[config.mk]
export PLATFORM = sky130hd
export DESIGN_NAME = lts_queue
export DESIGN_NICKNAME = d
export VERILOG_FILES = /design/src/design/lts_pkg.sv /design/src/design/lts_queue.sv
export SDC_FILE = /design/constraint.sdc
export NUM_CORES = 1
export LEC_CHECK = 0
export BUFFER_PORTS_ARGS = -buffer_cell sky130_fd_sc_hd__buf_2
export CAP_MARGIN = 20
export CORE_ASPECT_RATIO = 0.75
export CORE_MARGIN = 2
export CORE_UTILIZATION = 30
export CTS_BUF_LIST = sky130_fd_sc_hd__clkbuf_8
export CTS_CLUSTER_DIAMETER = 120
export CTS_CLUSTER_SIZE = 14
export DETAILED_ROUTE_END_ITERATION = 12
export GPL_ROUTABILITY_DRIVEN = 0
export HOLD_SLACK_MARGIN = 0.02
export PLACE_DENSITY_LB_ADDON = 0.1
export SLEW_MARGIN = 5
export SYNTH_ARGS = -nofsm -noshare
export SYNTH_HDL_FRONTEND = slang
export SYNTH_SLANG_ARGS = --single-unit
[constraint.sdc]
create_clock -name clk -period 7.84 [get_ports clk]
set_input_delay 0 -clock clk [delete_from_list [all_inputs] [get_ports clk]]
set_output_delay 0 -clock clk [all_outputs]
set_load 0.1 [all_outputs]
[src/design/lts_pkg.sv]
// ----------------------------------------------------------------------------
// lts_pkg
// Shared types and constants of the link traffic statistics engine.
// ----------------------------------------------------------------------------
package lts_pkg;

	localparam int NodesDefault = 16;
	localparam int NodeW = 4;
	localparam logic [31:0] Max32 = 32'hFFFF_FFFF;
	localparam logic [47:0] Max48 = 48'hFFFF_FFFF_FFFF;

	localparam logic [1:0] StatOk = 2'd0;
	localparam logic [1:0] StatBadStart = 2'd1;
	localparam logic [1:0] StatIgnored = 2'd2;

	localparam logic [2:0] EvCreated = 3'd0;
	localparam logic [2:0] EvArrived = 3'd1;
	localparam logic [2:0] EvLeft = 3'd2;
	localparam logic [2:0] EvDelivered = 3'd3;
	localparam logic [2:0] EvLost = 3'd4;

	localparam int SumW = 3;
	localparam logic [SumW-1:0] SumQueue = 3'd0;
	localparam logic [SumW-1:0] SumTransmit = 3'd1;
	localparam logic [SumW-1:0] SumDelay = 3'd2;
	localparam logic [SumW-1:0] SumNone = 3'd3;

	typedef struct packed {
		logic command;
		logic [2:0] event_code;
		logic [31:0] event_time;
		logic [NodeW-1:0] src_node;
		logic [NodeW-1:0] dst_node;
		logic [NodeW-1:0] position;
		logic first_of_packet;
	} in_word_t;

	typedef struct packed {
		logic [1:0] status;
		logic [31:0] sent_count;
		logic [31:0] handled_count;
		logic [31:0] received_count;
		logic [31:0] lost_count;
		logic [47:0] queue_time_sum;
		logic [47:0] transmit_time_sum;
		logic [47:0] delay_time_sum;
	} out_word_t;

	// classified operation handed from front to back
	typedef struct packed {
		logic is_read;
		logic [1:0] status;
		logic [NodeW-1:0] rd_row;
		logic [NodeW-1:0] rd_col;
		logic sent_en;
		logic hand_en;
		logic recv_en;
		logic lost_en;
		logic [NodeW-1:0] sh_row;
		logic [NodeW-1:0] sh_col;
		logic [NodeW-1:0] hb_row;
		logic [NodeW-1:0] hb_col;
		logic [NodeW-1:0] rv_row;
		logic [NodeW-1:0] rv_col;
		logic [NodeW-1:0] lo_row;
		logic [NodeW-1:0] lo_col;
		logic [SumW-1:0] sum_sel;
		logic [NodeW-1:0] sm_row;
		logic [NodeW-1:0] sm_col;
		logic [31:0] delta;
		logic [SumW-1:0] sum2_sel;
		logic [NodeW-1:0] s2_row;
		logic [NodeW-1:0] s2_col;
		logic [31:0] delta2;
	} op_t;

	typedef enum logic [1:0] {
		BK_CLEAR,
		BK_IDLE,
		BK_READ,
		BK_WRITE
	} bk_state_t;

endpackage

[src/design/lts_queue.sv]
// ----------------------------------------------------------------------------
// lts_queue
// Two-entry queue between classification and table update.
// ----------------------------------------------------------------------------
module lts_queue import lts_pkg::*; (
	input  logic clk,
	input  logic arst_n,
	input  logic wr_valid,
	output logic wr_ready,
	input  op_t wr_op,
	output logic rd_valid,
	input  logic rd_ready,
	output op_t rd_op
);

	op_t mem_q [2];
	logic wp_q, rp_q;
	logic [1:0] cnt_q;
	logic push, pop;

	assign wr_ready = cnt_q != 2'd2;
	assign rd_valid = cnt_q != 2'd0;
	assign rd_op = mem_q[rp_q];
	assign push = wr_valid && wr_ready;
	assign pop = rd_valid && rd_ready;

	always_ff @(posedge clk) begin
		if (push) begin
			mem_q[wp_q] <= wr_op;
		end
	end

	always_ff @(posedge clk or negedge arst_n) begin
		if (!arst_n) begin
			wp_q <= 1'b0;
			rp_q <= 1'b0;
			cnt_q <= '0;
		end else begin
			if (push) wp_q <= ~wp_q;
			if (pop) rp_q <= ~rp_q;
			cnt_q <= cnt_q + {1'b0, push} - {1'b0, pop};
		end
	end

endmodule

==> results of run 1 <==
[synthesized netlist by cell type]
cell	n
nand2_1	1
xnor2_1	3
inv_1	1
edfxtp_1	266
nor2_1	1
dfrtp_1	4
buf_2	7
and3_1	1
ha_1	2
and2_1	1
nand2b_1	1
mux2_2	73
buf_6	8
or2_2	1
mux2_4	60
xor2_1	1
[critical path: cells and delay by family, from the launching register on]
kind     cells  cell delay [ps]
buf+inv      2             1170
flops        1              740
mux          1              310
[through the flow]
step                      std cells  hold slack [ps]  worst slack, ps  utilization [%]  area (µm²)
after global routing           1304              115             4750             41.6       13600
after floorplan                 431             -296              243                -       10000
after detailed placement       1134             -186             5030             36.3       11900
final                          1304              157             4950             41.6       13600
after CTS                      1303             99.6             4820             41.6       13600
after global placement         1134             -193             5060             36.3       11900
[final cells by class]
| cell class | count | area (µm²) |
|---|---|---|
| fillers | 3058 | 19100 |
| flip-flops and latches | 270 | 8090 |
| repair buffers | 413 | 2770 |
| multi-input cells | 145 | 1830 |
| well taps | 442 | 553 |
| clock buffers | 23 | 317 |
| clock inverters | 9 | 41.3 |
| inverters | 1 | 3.75 |
| diodes | 1 | 2.50 |
[registers in the layout, summed over array words and instances, names as in the netlist]
signal and count:
mem_q 266, cnt_q 2, rp_q 1, wp_q 1
[kinds of logic after synthesis]
kind of cell,after synthesis
flops,270
simple gates,6
buf+inv,16
fa+ha+maj,2
mux,133
xor+xnor,4
[routing by layer]
| layer | vias to the layer above | track usage (%) |
|---|---|---|
| li1 | 2540 | - |
| met1 | 2635 | 16.2 |
| met2 | 169 | 19.2 |
| met3 | 34 | 3.81 |
| met4 | 0 | 3.17 |
| met5 | - | 0 |
[cell usage in the layout, fill, tap and decap left out, drive strengths merged, types with 2 or more instances in the layout]
| cell | count |
|---|---|
| buf | 276 |
| clkbuf | 23 |
| dfrtp | 4 |
| dlygate4sd3 | 137 |
| edfxtp | 266 |
| ha | 2 |
| inv | 10 |
| mux2 | 133 |
| xnor2 | 3 |
[path summary, 6_finish.rpt]
check | start | end | slack (ps) | depth (start not counted)
worst max-delay path | rp_q | rd_op[65] | 4950 | 3
worst min-delay path | wr_op[102] | mem_q[1][102] | 160 | 2
worst max register to register | cnt_q[1] | mem_q[1][23] | 5080 | 3
worst min register to register | cnt_q[0] | cnt_q[0] | 540 | 1
max in group asynchronous | arst_n | rp_q | 7280 | 3
min in group asynchronous | arst_n | cnt_q[0] | 370 | 3
==> results.ini, run 1 <==
[status]
status=completed

[sta]
setup_viol=0
finalCriticalPeriod_ps=2890
tns_ps=0
final.setup_skew_ps=17.7
fmax_ghz=0.346
worst_pin_slew_ps=1100
slew_violations=0
rsz0062_at_grt=no
post-route-period-util_pct=36.9
hold_violations=0
max_slew_margin_pct=26.4

[worst_setup_path]
critical_path.endpoint_type=output port
arrival_ps=2890
crit_chain=buf_4, mux2_4, buf_2
critPathKind=reg -> out
startpoint_type=register
worstPathMaxFanout=52
cp.required_ps=7840
max_stage_delay_ps=750
cp_slowest_cell=buf_4

[floorplanning]
die_w_um=215
ios=272
num_rows=57
die_area_um2=34900
core_area_um2=32700
initial_utilization_pct=30.7
die_h_um=162

[clock_network]
cts_buffers=23
cts_sinks=270
cts_tree=built
cts_root_buf=clkbuf_8
clk_latency_ps=550
htree_levels=1
clock_path_buffers=3
cts_setup_buffers=0
clk_pin_slew_ps=90
ctsResizeCount=0
ctsHoldBuffers=137

[cells_and_area]
nNetsFinal=993
layout-drive-gt1-share_pct=50.8
area_growth_syn_to_layout_pct=35.6

[global_route]
grt_pass1_vias=5811
grt_max_degree=76
grt_use_total_pct=12.1
grt_pass1_wl_um=32900
antenna_found_initial=1
grt.overflow.total=0

[synth]
synthXorXnorAreaFrac_pct=0.349
synthCells=431
synth-compound-area-share_pct=0
synth_area_leader_cell=edfxtp_1
synth_top_family_by_area=multiplexers
syn-mean-instance-area_um2=23.3
yosysTopAreaCellShare_pct=79.6
synth_nets=570
synth_area_leaders=edfxtp_1 (80%), mux2_4 (9.0%), mux2_2 (8.2%), dfrtp_1 (1.0%), buf_6 (0.90%)
synth-seq-cells=270
synth_cell_types=16
synth_simple_gate_area_share_pct=0.324
seq_area_frac_synth_pct=80.6
syn_area_um2=10000
synth_mux_area_share_pct=17.2
synth_fa_ha_area_share_pct=0.249
yosys_warnings=0

[routing]
route.detailed.wl_per_inst_um=16.9
antenna_left=0
routed_wl_um=22000
drc=0
wl_met3_um=1630
drt-pass1-iter-count=4
wl_met2_um=9990
drt-met1-wl_um=9870
vias=5378
routed.top_layer=met4
detail_route.vias_per_cell=4.12
drtIter0Drc=226

[placement]
portBuffers=271
dp_hpwl_um=14000

[hold_path]
hp-class=in -> reg

[flow_run]
drv_cap=0

Power of run 1 is left out: the tool's default activity adds up to more than one toggle a clock period on the data nets, which glitch-free logic cannot reach.
==> run 2: changes to the inputs <==
==> constraint.sdc (replaced) <==
create_clock -name clk -period 2.85 [get_ports clk]
set_input_delay 0 -clock clk [delete_from_list [all_inputs] [get_ports clk]]
set_output_delay 0 -clock clk [all_outputs]
set_load 0.1 [all_outputs]
==> results.ini, run 2 (synthesis results as in run 1) <==
[clock_network]
htree_levels=1
clk_pin_slew_ps=90
cts_sinks=270
cts_root_buf=clkbuf_8
ctsResizeCount=0
cts_tree=built
clock_path_buffers=3
ctsHoldBuffers=137
cts_buffers=23
cts_setup_buffers=0
clk_latency_ps=550

[floorplanning]
core_area_um2=32700
die_h_um=162
die_area_um2=34900
ios=272
num_rows=57
initial_utilization_pct=30.7
die_w_um=215

[global_route]
grt_use_total_pct=12.0
antenna_found_initial=1
grt_max_degree=48
grt.overflow.total=0
grt_pass1_vias=5846
grt_pass1_wl_um=32800

[worst_setup_path]
arrival_ps=2430
crit_chain=buf_12, mux2_2, buf_2
max_stage_delay_ps=800
worstPathMaxFanout=34
path_buf_inv=2
critical_path.endpoint_type=output port
cp.required_ps=2850
cp_slowest_cell=dfrtp_4
startpoint_type=register
crit_family=flip-flops
critPathKind=reg -> out
rrSetupSlack_ps=1030

[sta]
fmax_ghz=0.412
finalCriticalPeriod_ps=2430
setup_viol=0
post-route-period-util_pct=85.2
final.setup_skew_ps=18.5
rsz0062_at_grt=no
max_slew_margin_pct=58.4
hold_violations=0
tns_ps=0
whs_ps=163
worst_pin_slew_ps=622
slew_violations=0

[placement]
portBuffers=271
dp_hpwl_um=14500

[routing]
route.detailed.wl_per_inst_um=16.6
drtIter0Drc=213
drc=0
vias=5500
antenna_left=0
routed_wl_um=21700
drt-pass1-iter-count=4
detail_route.vias_per_cell=4.19

[cells_and_area]
largest_reg_flops=266
largestRegisters=mem_q (266), cnt_q (2)
layout-drive-gt1-share_pct=51.4
fillCellCount=2998
area_growth_syn_to_layout_pct=37.5
final_cell_mix=buf_2 (271), edfxtp_1 (266), dlygate4sd3_1 (137), mux2_2 (73), mux2_4 (60)
nNetsFinal=1001
utilization_pct=42.2
largest_register=mem_q
mostFrequentLayoutCell=buf_2

[status]
status=completed

[flow_run]
drv_cap=0

[hold_path]
hp-class=in -> reg

-- run 2: final timing paths --
path,from,depth (start not counted),to
setup / recovery,rp_q,3,rd_op[132]
hold / removal,wr_op[131],2,mem_q[1][131]
setup reg to reg,cnt_q[1],3,mem_q[1][50]
max in group asynchronous,arst_n,3,rp_q
hold reg to reg,cnt_q[0],1,cnt_q[0]
min in group asynchronous,arst_n,3,rp_q
-- run 2: layout make-up --
cell class	instances	area, µm²	share of cell area [%]
Clock buffer	23	317	2.30
Inverter	1	3.75	0.0272
Clock inverter	9	41.3	0.299
Sequential cell	270	8090	58.7
Multi-Input combinational cell	145	1840	13.4
Tap cell	442	553	4.01
Timing Repair Buffer	421	2940	21.3
Antenna cell	1	2.50	0.0181
-- run 2: routing by layer --
layer,vias up,track usage [%],part of all wire [%]
li1,2553,-,-
met1,2746,16.0,44
met2,166,19.4,47
met3,35,3.68,6.8
met4,0,2.98,1.9
met5,-,0,0
-- run 2: metrics by stage --
step                      std cells  area (µm²)  setup WS [ps]
after detailed placement       1142       12100            997
after global placement         1142       12100           1020
after CTS                      1311       13800            341
after global routing           1312       13800            281
after floorplan                 431       10100           -358
final                          1312       13800            422
Power of run 2 is left out for the same reason.
