$ cat src/design/lts_pkg.sv
// ----------------------------------------------------------------------------
// lts_pkg
// Shared types and constants of the link traffic statistics engine.
// ----------------------------------------------------------------------------
package lts_pkg;

	localparam int NodesDefault = 16;
	localparam int NodeW = 4;
	localparam logic [31:0] Max32 = 32'hFFFF_FFFF;
	localparam logic [47:0] Max48 = 48'hFFFF_FFFF_FFFF;

	localparam logic [1:0] StatOk = 2'd0;
	localparam logic [1:0] StatBadStart = 2'd1;
	localparam logic [1:0] StatIgnored = 2'd2;

	localparam logic [2:0] EvCreated = 3'd0;
	localparam logic [2:0] EvArrived = 3'd1;
	localparam logic [2:0] EvLeft = 3'd2;
	localparam logic [2:0] EvDelivered = 3'd3;
	localparam logic [2:0] EvLost = 3'd4;

	localparam int SumW = 3;
	localparam logic [SumW-1:0] SumQueue = 3'd0;
	localparam logic [SumW-1:0] SumTransmit = 3'd1;
	localparam logic [SumW-1:0] SumDelay = 3'd2;
	localparam logic [SumW-1:0] SumNone = 3'd3;

	typedef struct packed {
		logic command;
		logic [2:0] event_code;
		logic [31:0] event_time;
		logic [NodeW-1:0] src_node;
		logic [NodeW-1:0] dst_node;
		logic [NodeW-1:0] position;
		logic first_of_packet;
	} in_word_t;

	typedef struct packed {
		logic [1:0] status;
		logic [31:0] sent_count;
		logic [31:0] handled_count;
		logic [31:0] received_count;
		logic [31:0] lost_count;
		logic [47:0] queue_time_sum;
		logic [47:0] transmit_time_sum;
		logic [47:0] delay_time_sum;
	} out_word_t;

	// classified operation handed from front to back
	typedef struct packed {
		logic is_read;
		logic [1:0] status;
		logic [NodeW-1:0] rd_row;
		logic [NodeW-1:0] rd_col;
		logic sent_en;
		logic hand_en;
		logic recv_en;
		logic lost_en;
		logic [NodeW-1:0] sh_row;
		logic [NodeW-1:0] sh_col;
		logic [NodeW-1:0] hb_row;
		logic [NodeW-1:0] hb_col;
		logic [NodeW-1:0] rv_row;
		logic [NodeW-1:0] rv_col;
		logic [NodeW-1:0] lo_row;
		logic [NodeW-1:0] lo_col;
		logic [SumW-1:0] sum_sel;
		logic [NodeW-1:0] sm_row;
		logic [NodeW-1:0] sm_col;
		logic [31:0] delta;
		logic [SumW-1:0] sum2_sel;
		logic [NodeW-1:0] s2_row;
		logic [NodeW-1:0] s2_col;
		logic [31:0] delta2;
	} op_t;

	typedef enum logic [1:0] {
		BK_CLEAR,
		BK_IDLE,
		BK_READ,
		BK_WRITE
	} bk_state_t;

endpackage

$ cat src/design/lts_front.sv
// ----------------------------------------------------------------------------
// lts_front
// Tracks the open packet and turns each word into a table operation.
// ----------------------------------------------------------------------------
module lts_front import lts_pkg::*; (
	input  logic clk,
	input  logic arst_n,
	input  logic in_valid,
	output logic in_ready,
	input  in_word_t in_word,
	output logic op_valid,
	input  logic op_ready,
	output op_t op
);

	logic [31:0] creation_time_q, prev_time_q;
	logic [NodeW-1:0] packet_source_q, packet_dest_q, prev_position_q, before_prev_position_q;
	logic [2:0] prev_code_q;
	logic packet_valid_q;
	logic take, upd;
	logic [31:0] d_prev, d_create;

	assign in_ready = op_ready;
	assign op_valid = in_valid;
	assign take = in_valid && op_ready;

	always_comb begin
		d_prev = (in_word.event_time > prev_time_q) ? in_word.event_time - prev_time_q : 32'd0;
		d_create = (in_word.event_time > creation_time_q) ?
			in_word.event_time - creation_time_q : 32'd0;
	end

	always_comb begin
		op = '0;
		op.sum_sel = SumNone;
		op.sum2_sel = SumNone;
		op.rd_row = in_word.src_node;
		op.rd_col = in_word.dst_node;
		op.status = StatOk;
		upd = 1'b0;
		if (in_word.command) begin
			op.is_read = 1'b1;
		end else if (in_word.event_code > EvLost) begin
			op.status = StatIgnored;
		end else if (in_word.first_of_packet && in_word.event_code != EvCreated) begin
			op.status = StatBadStart;
		end else if (!in_word.first_of_packet && !packet_valid_q) begin
			op.status = StatIgnored;
		end else begin
			upd = 1'b1;
			if (!in_word.first_of_packet) begin
				if ((prev_code_q == EvCreated || prev_code_q == EvArrived) &&
						in_word.event_code == EvLeft) begin
					op.sum_sel = SumQueue;
					op.sm_row = prev_position_q;
					op.sm_col = in_word.position;
					op.delta = d_prev;
				end
				if (prev_code_q == EvLeft && in_word.event_code == EvArrived) begin
					op.sum_sel = SumTransmit;
					op.sm_row = before_prev_position_q;
					op.sm_col = in_word.position;
					op.delta = d_prev;
				end
			end
			op.sh_row = in_word.src_node;
			op.sh_col = in_word.dst_node;
			op.hb_row = in_word.position;
			op.hb_col = in_word.dst_node;
			op.rv_row = in_word.dst_node;
			op.rv_col = in_word.src_node;
			op.lo_row = in_word.position;
			op.lo_col = in_word.dst_node;
			case (in_word.event_code)
				EvCreated: begin
					op.sent_en = 1'b1;
					op.hand_en = 1'b1;
					op.hb_row = in_word.src_node;
				end
				EvArrived: op.hand_en = in_word.position != in_word.dst_node;
				EvDelivered: begin
					op.recv_en = 1'b1;
					op.sum2_sel = SumDelay;
					op.s2_row = in_word.first_of_packet ? in_word.src_node : packet_source_q;
					op.s2_col = in_word.first_of_packet ? in_word.dst_node : packet_dest_q;
					op.delta2 = in_word.first_of_packet ? 32'd0 : d_create;
				end
				EvLost: op.lost_en = 1'b1;
				default: ;
			endcase
		end
	end

	always_ff @(posedge clk or negedge arst_n) begin
		if (!arst_n) begin
			creation_time_q <= '0;
			prev_time_q <= '0;
			packet_source_q <= '0;
			packet_dest_q <= '0;
			prev_position_q <= '0;
			before_prev_position_q <= '0;
			prev_code_q <= '0;
			packet_valid_q <= 1'b0;
		end else if (take && !in_word.command) begin
			if (op.status == StatBadStart) begin
				packet_valid_q <= 1'b0;
			end else if (upd) begin
				if (in_word.first_of_packet) begin
					packet_valid_q <= 1'b1;
					creation_time_q <= in_word.event_time;
					packet_source_q <= in_word.src_node;
					packet_dest_q <= in_word.dst_node;
					before_prev_position_q <= in_word.position;
				end else begin
					before_prev_position_q <= prev_position_q;
				end
				prev_position_q <= in_word.position;
				prev_code_q <= in_word.event_code;
				prev_time_q <= in_word.event_time;
			end
		end
	end

endmodule

$ cat config.mk
export PLATFORM = sky130hd
export DESIGN_NAME = lts_front
export DESIGN_NICKNAME = d
export VERILOG_FILES = /design/src/design/lts_pkg.sv /design/src/design/lts_front.sv
export SDC_FILE = /design/constraint.sdc
export NUM_CORES = 1
export LEC_CHECK = 0
export BUFFER_PORTS_ARGS = -buffer_cell sky130_fd_sc_hd__buf_2
export CAP_MARGIN = 10
export CORE_MARGIN = 1.5
export CORE_UTILIZATION = 55
export DETAILED_ROUTE_END_ITERATION = 10
export HOLD_SLACK_MARGIN = 0.15
export PLACE_DENSITY_LB_ADDON = 0.05
export SETUP_SLACK_MARGIN = 0.05
export SLEW_MARGIN = 20
export SYNTH_ARGS = -nofsm -noshare
export SYNTH_HDL_FRONTEND = slang
export SYNTH_SLANG_ARGS = --single-unit
$ cat constraint.sdc
create_clock -name clk -period 5.1 [get_ports clk]
set_input_delay 0.255 -clock clk [delete_from_list [all_inputs] [get_ports clk]]
set_output_delay 0.255 -clock clk [all_outputs]
set_load 0.1 [all_outputs]
==> results.cfg, run 1 <==
[status]
status = finished, final reports clean

[yosys]
synth.area.top_cells = dfrtp_1 27%, ha_1 10%, nand2_1 5.5%
ys_ff_latch = 84
syn_avg_cell_area_um2 = 7.91
netlist_area_um2 = 7800
ys_seq_area_frac = 0.270
yosysTopAreaCellShare = 0.270
synth_edf_count = 0
yosysTopAreaCell = dfrtp_1
async_flop_share = 1.00
ys_warn_count = 0
yosys.cell_types.count = 77
ys.flop_type = dfrtp_1
synthCells = 986

[timing]
tns_ns = 0
fin_crit_ns = 4.27
fin_skew_ns = 0.00801
finalMaxSlewViolations = 0
relSlewSlack = 0.497
fin_crit_sh = 0.837
hold_viol_final = 0
rsz0062_at_grt = no
max_freq_mhz = 234
worst_pin_slew_ns = 0.753
setup_viol = 0

[die]
die_y_um = 122
die_area_um2 = 14900
core_um2 = 13900
rows = 43
start_util = 0.562
fp.dieW_um = 122
io_pins = 188

[global_routing]
grt_start_max_net_pins = 79
antenna_found_initial = 0
grt_pass1_wl_mm = 32.6
first_global_vias = 6398
grt_overflow_total = 0
grt_usage = 0.278

[drt]
routed_wl_mm = 20.3
via_count = 7128
wire_per_inst_um = 15.7
drt_first_pass_iters = 5
drtAntennaViolNets = 0
vias_per_cell = 5.50
remaining_drc_errors = 0
drt_first_iter_violations = 445

[critical_path]
critical_path_class = flop to output pin
cp_data_required_time_ns = 4.85
cp-start-kind = flop
r2r_slack_ns = 3.07
worstSetupEndpointType = output pin
cp_max_fo = 31
cp.arrival_ns = 4.02

[placed_design]
hpwl_mm = 15.7
port_buffers = 184
place.gp.congestion = 0.912

[job]
cap_violations = 0

[clock_tree]
cts_hold_buf = 1
cts.sinks = 84
cts_buffer_depth = 2
htree_levels = 3
clkTransAtPathRegs_ns = 0.07
cts_tree = built
cts_resized = 0
cts_root_buf = clkbuf_16
post_cts_buffers = 0
cts-buffers-inserted = 9
insertion_delay_ns = 0.35

[final_layout]
drive_above_1_share = 0.226
syn2layout_area_growth_pct = 14.1
insertedDiodeCount = 0
n_fill_cell = 1290
nets = 1232
mostFrequentLayoutCell = buf_2
final_cell_mix = 183 x buf_2, 114 x nand2_1, 102 x nor2_1
utilization = 0.641

[power_and_ir_drop]
p_per_area_nw_per_um2 = 387
leakagePower_nw = 4.63
irDropWorstVdd_v = 0.000284

[worst_hold_path]
hold_class = primary input to flop
## flip-flops by register name, summed over array words and instances, names as in the netlist
signal / cells
prev_position_q: 4
before_prev_position_q: 4
packet_dest_q: 4
prev_code_q: 3
creation_time_q: 32
packet_source_q: 4
packet_valid_q: 1
prev_time_q: 32
## layer usage
| metal | global-route usage | share of wire |
|---|---|---|
| met4 | 0.0596 | 0.0090 |
| met3 | 0.0379 | 0.050 |
| met5 | 0 | 0 |
| met2 | 0.449 | 0.45 |
| met1 | 0.399 | 0.49 |
## final cells by class
class                   instances  area (um2)  share of cell area
repair buffers                189         983               0.111
well taps                     180         225              0.0253
flip-flops and latches         84        2100               0.236
multi-input cells             750        4960               0.558
clock inverters                 3        68.8             0.00773
inverters                      79         297              0.0333
clock buffers                  12         256              0.0288
## path summary, 6_finish.rpt
kind | from | endpoint | cells past startpoint
worst min register to register | prev_code_q[0] | prev_code_q[0] | 1
max in group asynchronous | arst_n | creation_time_q[24] | 3
worst max-delay path | creation_time_q[0] | op[16] | 12
min in group asynchronous | arst_n | prev_time_q[5] | 2
worst min-delay path | in_word[21] | creation_time_q[8] | 3
worst max register to register | packet_valid_q | prev_code_q[1] | 5
## cells by family after synthesis
logic type      share of synthesized area
other cells                      0.000963
simple gates                        0.199
fa+ha+maj                           0.108
compound gates                      0.223
flops                               0.270
mux                                0.0399
buf+inv                            0.0961
xor+xnor                           0.0640
## critical path, stage by stage, from the launching register on
cell and delay (ns):
dfrtp_1 0.38, ha_1 0.22, fa_1 0.40, nor2b_2 0.20, o31a_1 0.17, o221ai_1 0.18, o21ai_2 0.23, a31oi_2 0.14
o21ai_2 0.31, a221o_1 0.24, nand2_2 0.40, nor2_1 0.32, buf_2 0.47
## stage by stage
stage               hold slack (ns)  std cells  power (mW)  instance area [um2]  worst slack (ns)
CTS                           0.153       1297        3.44                 8900             0.854
finish                        0.158       1297        3.44                 8900             0.829
detailed placement            0.214       1281        2.69                 8560              1.18
global placement              0.212       1280        2.69                 8530              1.12
floorplan                   -0.0406        987        2.30                 7800             0.544
global route                  0.162       1297        3.69                 8900             0.598
## cell usage after synthesis, drive strengths merged, types with 3 or more instances
| master | instances |
|---|---|
| mux2i | 12 |
| a211oi | 6 |
| xor2 | 31 |
| clkbuf | 29 |
| inv | 79 |
| and3 | 6 |
| o21ai | 100 |
| o31ai | 3 |
| a21o | 25 |
| buf | 45 |
| a41oi | 3 |
| a21oi | 69 |
| a31oi | 14 |
| o21a | 6 |
| nand2 | 115 |
| nand2b | 8 |
| nor4 | 5 |
| xnor2 | 26 |
| nand4 | 14 |
| and4 | 3 |
| and2 | 26 |
| nor2b | 12 |
| dfrtp | 84 |
| a211o | 3 |
| o211ai | 4 |
| a22o | 4 |
| o211a | 3 |
| nor2 | 103 |
| nor3 | 13 |
| nand3 | 16 |
| ha | 64 |
| o21bai | 7 |
| mux2 | 17 |
## report_power, final
part,leakage (nW),switching [mW],total [mW],internal [mW]
clock network,0.159,0.277,0.732,0.455
registers,0.955,0.0542,0.880,0.826
logic,3.52,1.14,1.83,0.687
total,4.63,1.48,3.44,1.97
No activity file was read; power rests on OpenSTA's default activity.
==> inputs of run 2 (changes only) <==
--- a/config.mk
+++ b/config.mk
@@ -8,7 +8,7 @@
 export BUFFER_PORTS_ARGS = -buffer_cell sky130_fd_sc_hd__buf_2
 export CAP_MARGIN = 10
 export CORE_MARGIN = 1.5
-export CORE_UTILIZATION = 55
+export CORE_UTILIZATION = 50
 export DETAILED_ROUTE_END_ITERATION = 10
 export HOLD_SLACK_MARGIN = 0.15
 export PLACE_DENSITY_LB_ADDON = 0.05
==> constraint.sdc (replaced) <==
create_clock -name clk -period 3.7 [get_ports clk]
set_input_delay 0.185 -clock clk [delete_from_list [all_inputs] [get_ports clk]]
set_output_delay 0.185 -clock clk [all_outputs]
set_load 0.1 [all_outputs]
==> results.cfg, run 2 (synthesis results as in run 1) <==
[status]
status = finished, final reports clean

[placed_design]
hpwl_mm = 16.5
place.gp.congestion = 0.950
place_ws_ns = 0.311
port_buffers = 184
dpl.cell_count = 1295

[die]
io_pins = 188
rows = 45
die_y_um = 128
start_util = 0.513
fp.dieW_um = 128
core_um2 = 15200
die_area_um2 = 16400

[global_routing]
antenna_found_initial = 0
grt_usage = 0.270
first_global_vias = 6783
grt_overflow_total = 0
grt_pass1_wl_mm = 34.9
grt_start_max_net_pins = 79

[timing]
relSlewSlack = 0.362
hold_viol_final = 0
rsz0062_at_grt = no
worst_pin_slew_ns = 0.955
max_freq_mhz = 281
fin_skew_ns = 0.00427
fin_crit_ns = 3.56
setup_viol = 0
tns_ns = 0
finalMaxSlewViolations = 0
finalWorstSetupSlack_ns = 0.142
fin_crit_sh = 0.962

[drt]
via_count = 7578
routed_wl_mm = 22.8
wire_per_inst_um = 16.6
drtAntennaViolNets = 0
remaining_drc_errors = 0
drt_first_pass_iters = 5
vias_per_cell = 5.50
drt_first_iter_violations = 502

[worst_hold_path]
hold_class = primary input to flop
hold_end = creation_time_q[3]
worstHoldStart = in_word[16]
min_path_cells = 3

[power_and_ir_drop]
clkPwrFrac = 0.198
power.internal_mw = 2.88
seq_power_share = 0.237
combPwrFrac = 0.564
p_switching_mw = 2.23
p_per_area_nw_per_um2 = 467
irDropWorstVdd_v = 0.000312
leakagePower_nw = 5.16
switching_share = 0.436

[critical_path]
worstSetupEndpointType = output pin
path_cells = dlygate4sd3_1 -> buf_2 -> ha_1 -> nand2_1 -> o21ai_2 -> o21ai_4 -> o221a_4 -> o21ai_1 -> a41oi_2 -> o211ai_1 -> buf_4 -> a31oi_2 -> xor2_1 -> nor2_2 -> buf_12
cp_slowest_stage_delay_ns = 0.55
crit_path_top_delay_cell = dlygate4sd3_1
cp_data_required_time_ns = 3.51
rr_endpoint = prev_time_q[0]
cp-start-kind = primary input
r2r_slack_ns = 1.06
worst-r2r-cell-count = 6
reg2reg_from = packet_valid_q
critical_path_class = primary input to output pin
cp_max_fo = 4
cp.arrival_ns = 3.37

[clock_tree]
cts_buffer_depth = 2
cts_tree = built
clkTransAtPathRegs_ns = 0.06
cts_root_buf = clkbuf_16
cts.sinks = 84
insertion_delay_ns = 0.36
cts-buffers-inserted = 9
htree_levels = 3

[final_layout]
reg_top3 = creation_time_q: 32 flops, prev_time_q: 32 flops
nets = 1304
multi_input_area_um2 = 5350
insertedDiodeCount = 0
ff_latch_area_um2 = 2100
n_fill_cell = 1203
syn2layout_area_growth_pct = 40.6
fin_cells = 1378
mostFrequentLayoutCell = buf_2
final_cell_mix = 120 x buf_2, 114 x nand2_1, 84 x dfrtp_1
drive_above_1_share = 0.312

[job]
cap_violations = 0
## run 2: changes by cell type in the layout (fill, tap and decap cells not counted), moves of 26 or more
cell	delta
buf_4	+26
buf_12	+68
dlygate4sd3_1	+39
nor2_2	+45
buf_2	-63
nor2_1	-49
## run 2: metrics by stage
step | util | hold slack, ns | total power [mW] | cell area [um2]
final | 0.721 | 0.158 | 5.11 | 11000
after global routing | 0.721 | 0.158 | 5.45 | 11000
after CTS | 0.692 | 0.156 | 4.86 | 10500
after detailed placement | 0.638 | 0.333 | 3.75 | 9690
after global placement | 0.638 | 0.329 | 3.73 | 9690
after floorplan | - | -0.111 | 3.22 | 7930
## run 2: final cells by class
class | instances | area share
sequential | 84 | 0.192
multi-input combinational | 750 | 0.488
clock buffer | 11 | 0.0221
clock inverter | 5 | 0.00765
inverter | 79 | 0.0270
timing repair buffer | 261 | 0.242
tap | 188 | 0.0215
## run 2: critical path: cells and delay by family
family                     cells  cell delay, ns
xor gates and xnor gates       1            0.21
adders and majority gates      1            0.37
and+or+nand+nor                2            0.30
buffers and inverters          4            1.08
AOI/OAI and AO/OA              7            1.22
## run 2: what timing repair did
item                                   4_1_cts  5_1_grt
pin swaps                                    1       10
endpoints found under the hold margin      128        0
setup endpoints to repair                   50       60
resized for setup                           25       43
buffers inserted                             2       23
hold buffers                                40        0
gates cloned                                 0        2
## run 2: routing by layer
layer / GRT usage / up-vias / wire length (um)
li1: - / 3768 / -
met1: 0.373 / 3558 / 10500
met2: 0.443 / 235 / 10900
met3: 0.0492 / 17 / 1190
met4: 0.0542 / 0 / 232
met5: 0 / - / 0
## run 2: power groups by stage
stage / Clock (mW) / Combinational (mW) / Sequential, mW
after global placement: 0 / 2.51 / 1.22
final: 1.01 / 2.89 / 1.21
after global routing: 1.07 / 3.14 / 1.24
after floorplan: 0 / 2.01 / 1.21
after CTS: 1.02 / 2.63 / 1.21
after detailed placement: 0 / 2.52 / 1.23
## run 2: how the worst max path moves through the flow
| stage | cells past startpoint | startpoint | endpoint | slack (ns) |
|---|---|---|---|---|
| 2_1_floorplan | 12 | prev_time_q[0] | op[47] | -0.20 |
| 3_3_place_gp | 13 | prev_time_q[1] | op[74] | 0.38 |
| 3_5_place_dp | 13 | prev_time_q[0] | op[45] | 0.31 |
| 4_1_cts | 13 | creation_time_q[0] | op[2] | 0.02 |
| 5_1_grt | 13 | creation_time_q[0] | op[2] | 0.03 |
| 6_report | 15 | in_word[19] | op[68] | 0.14 |
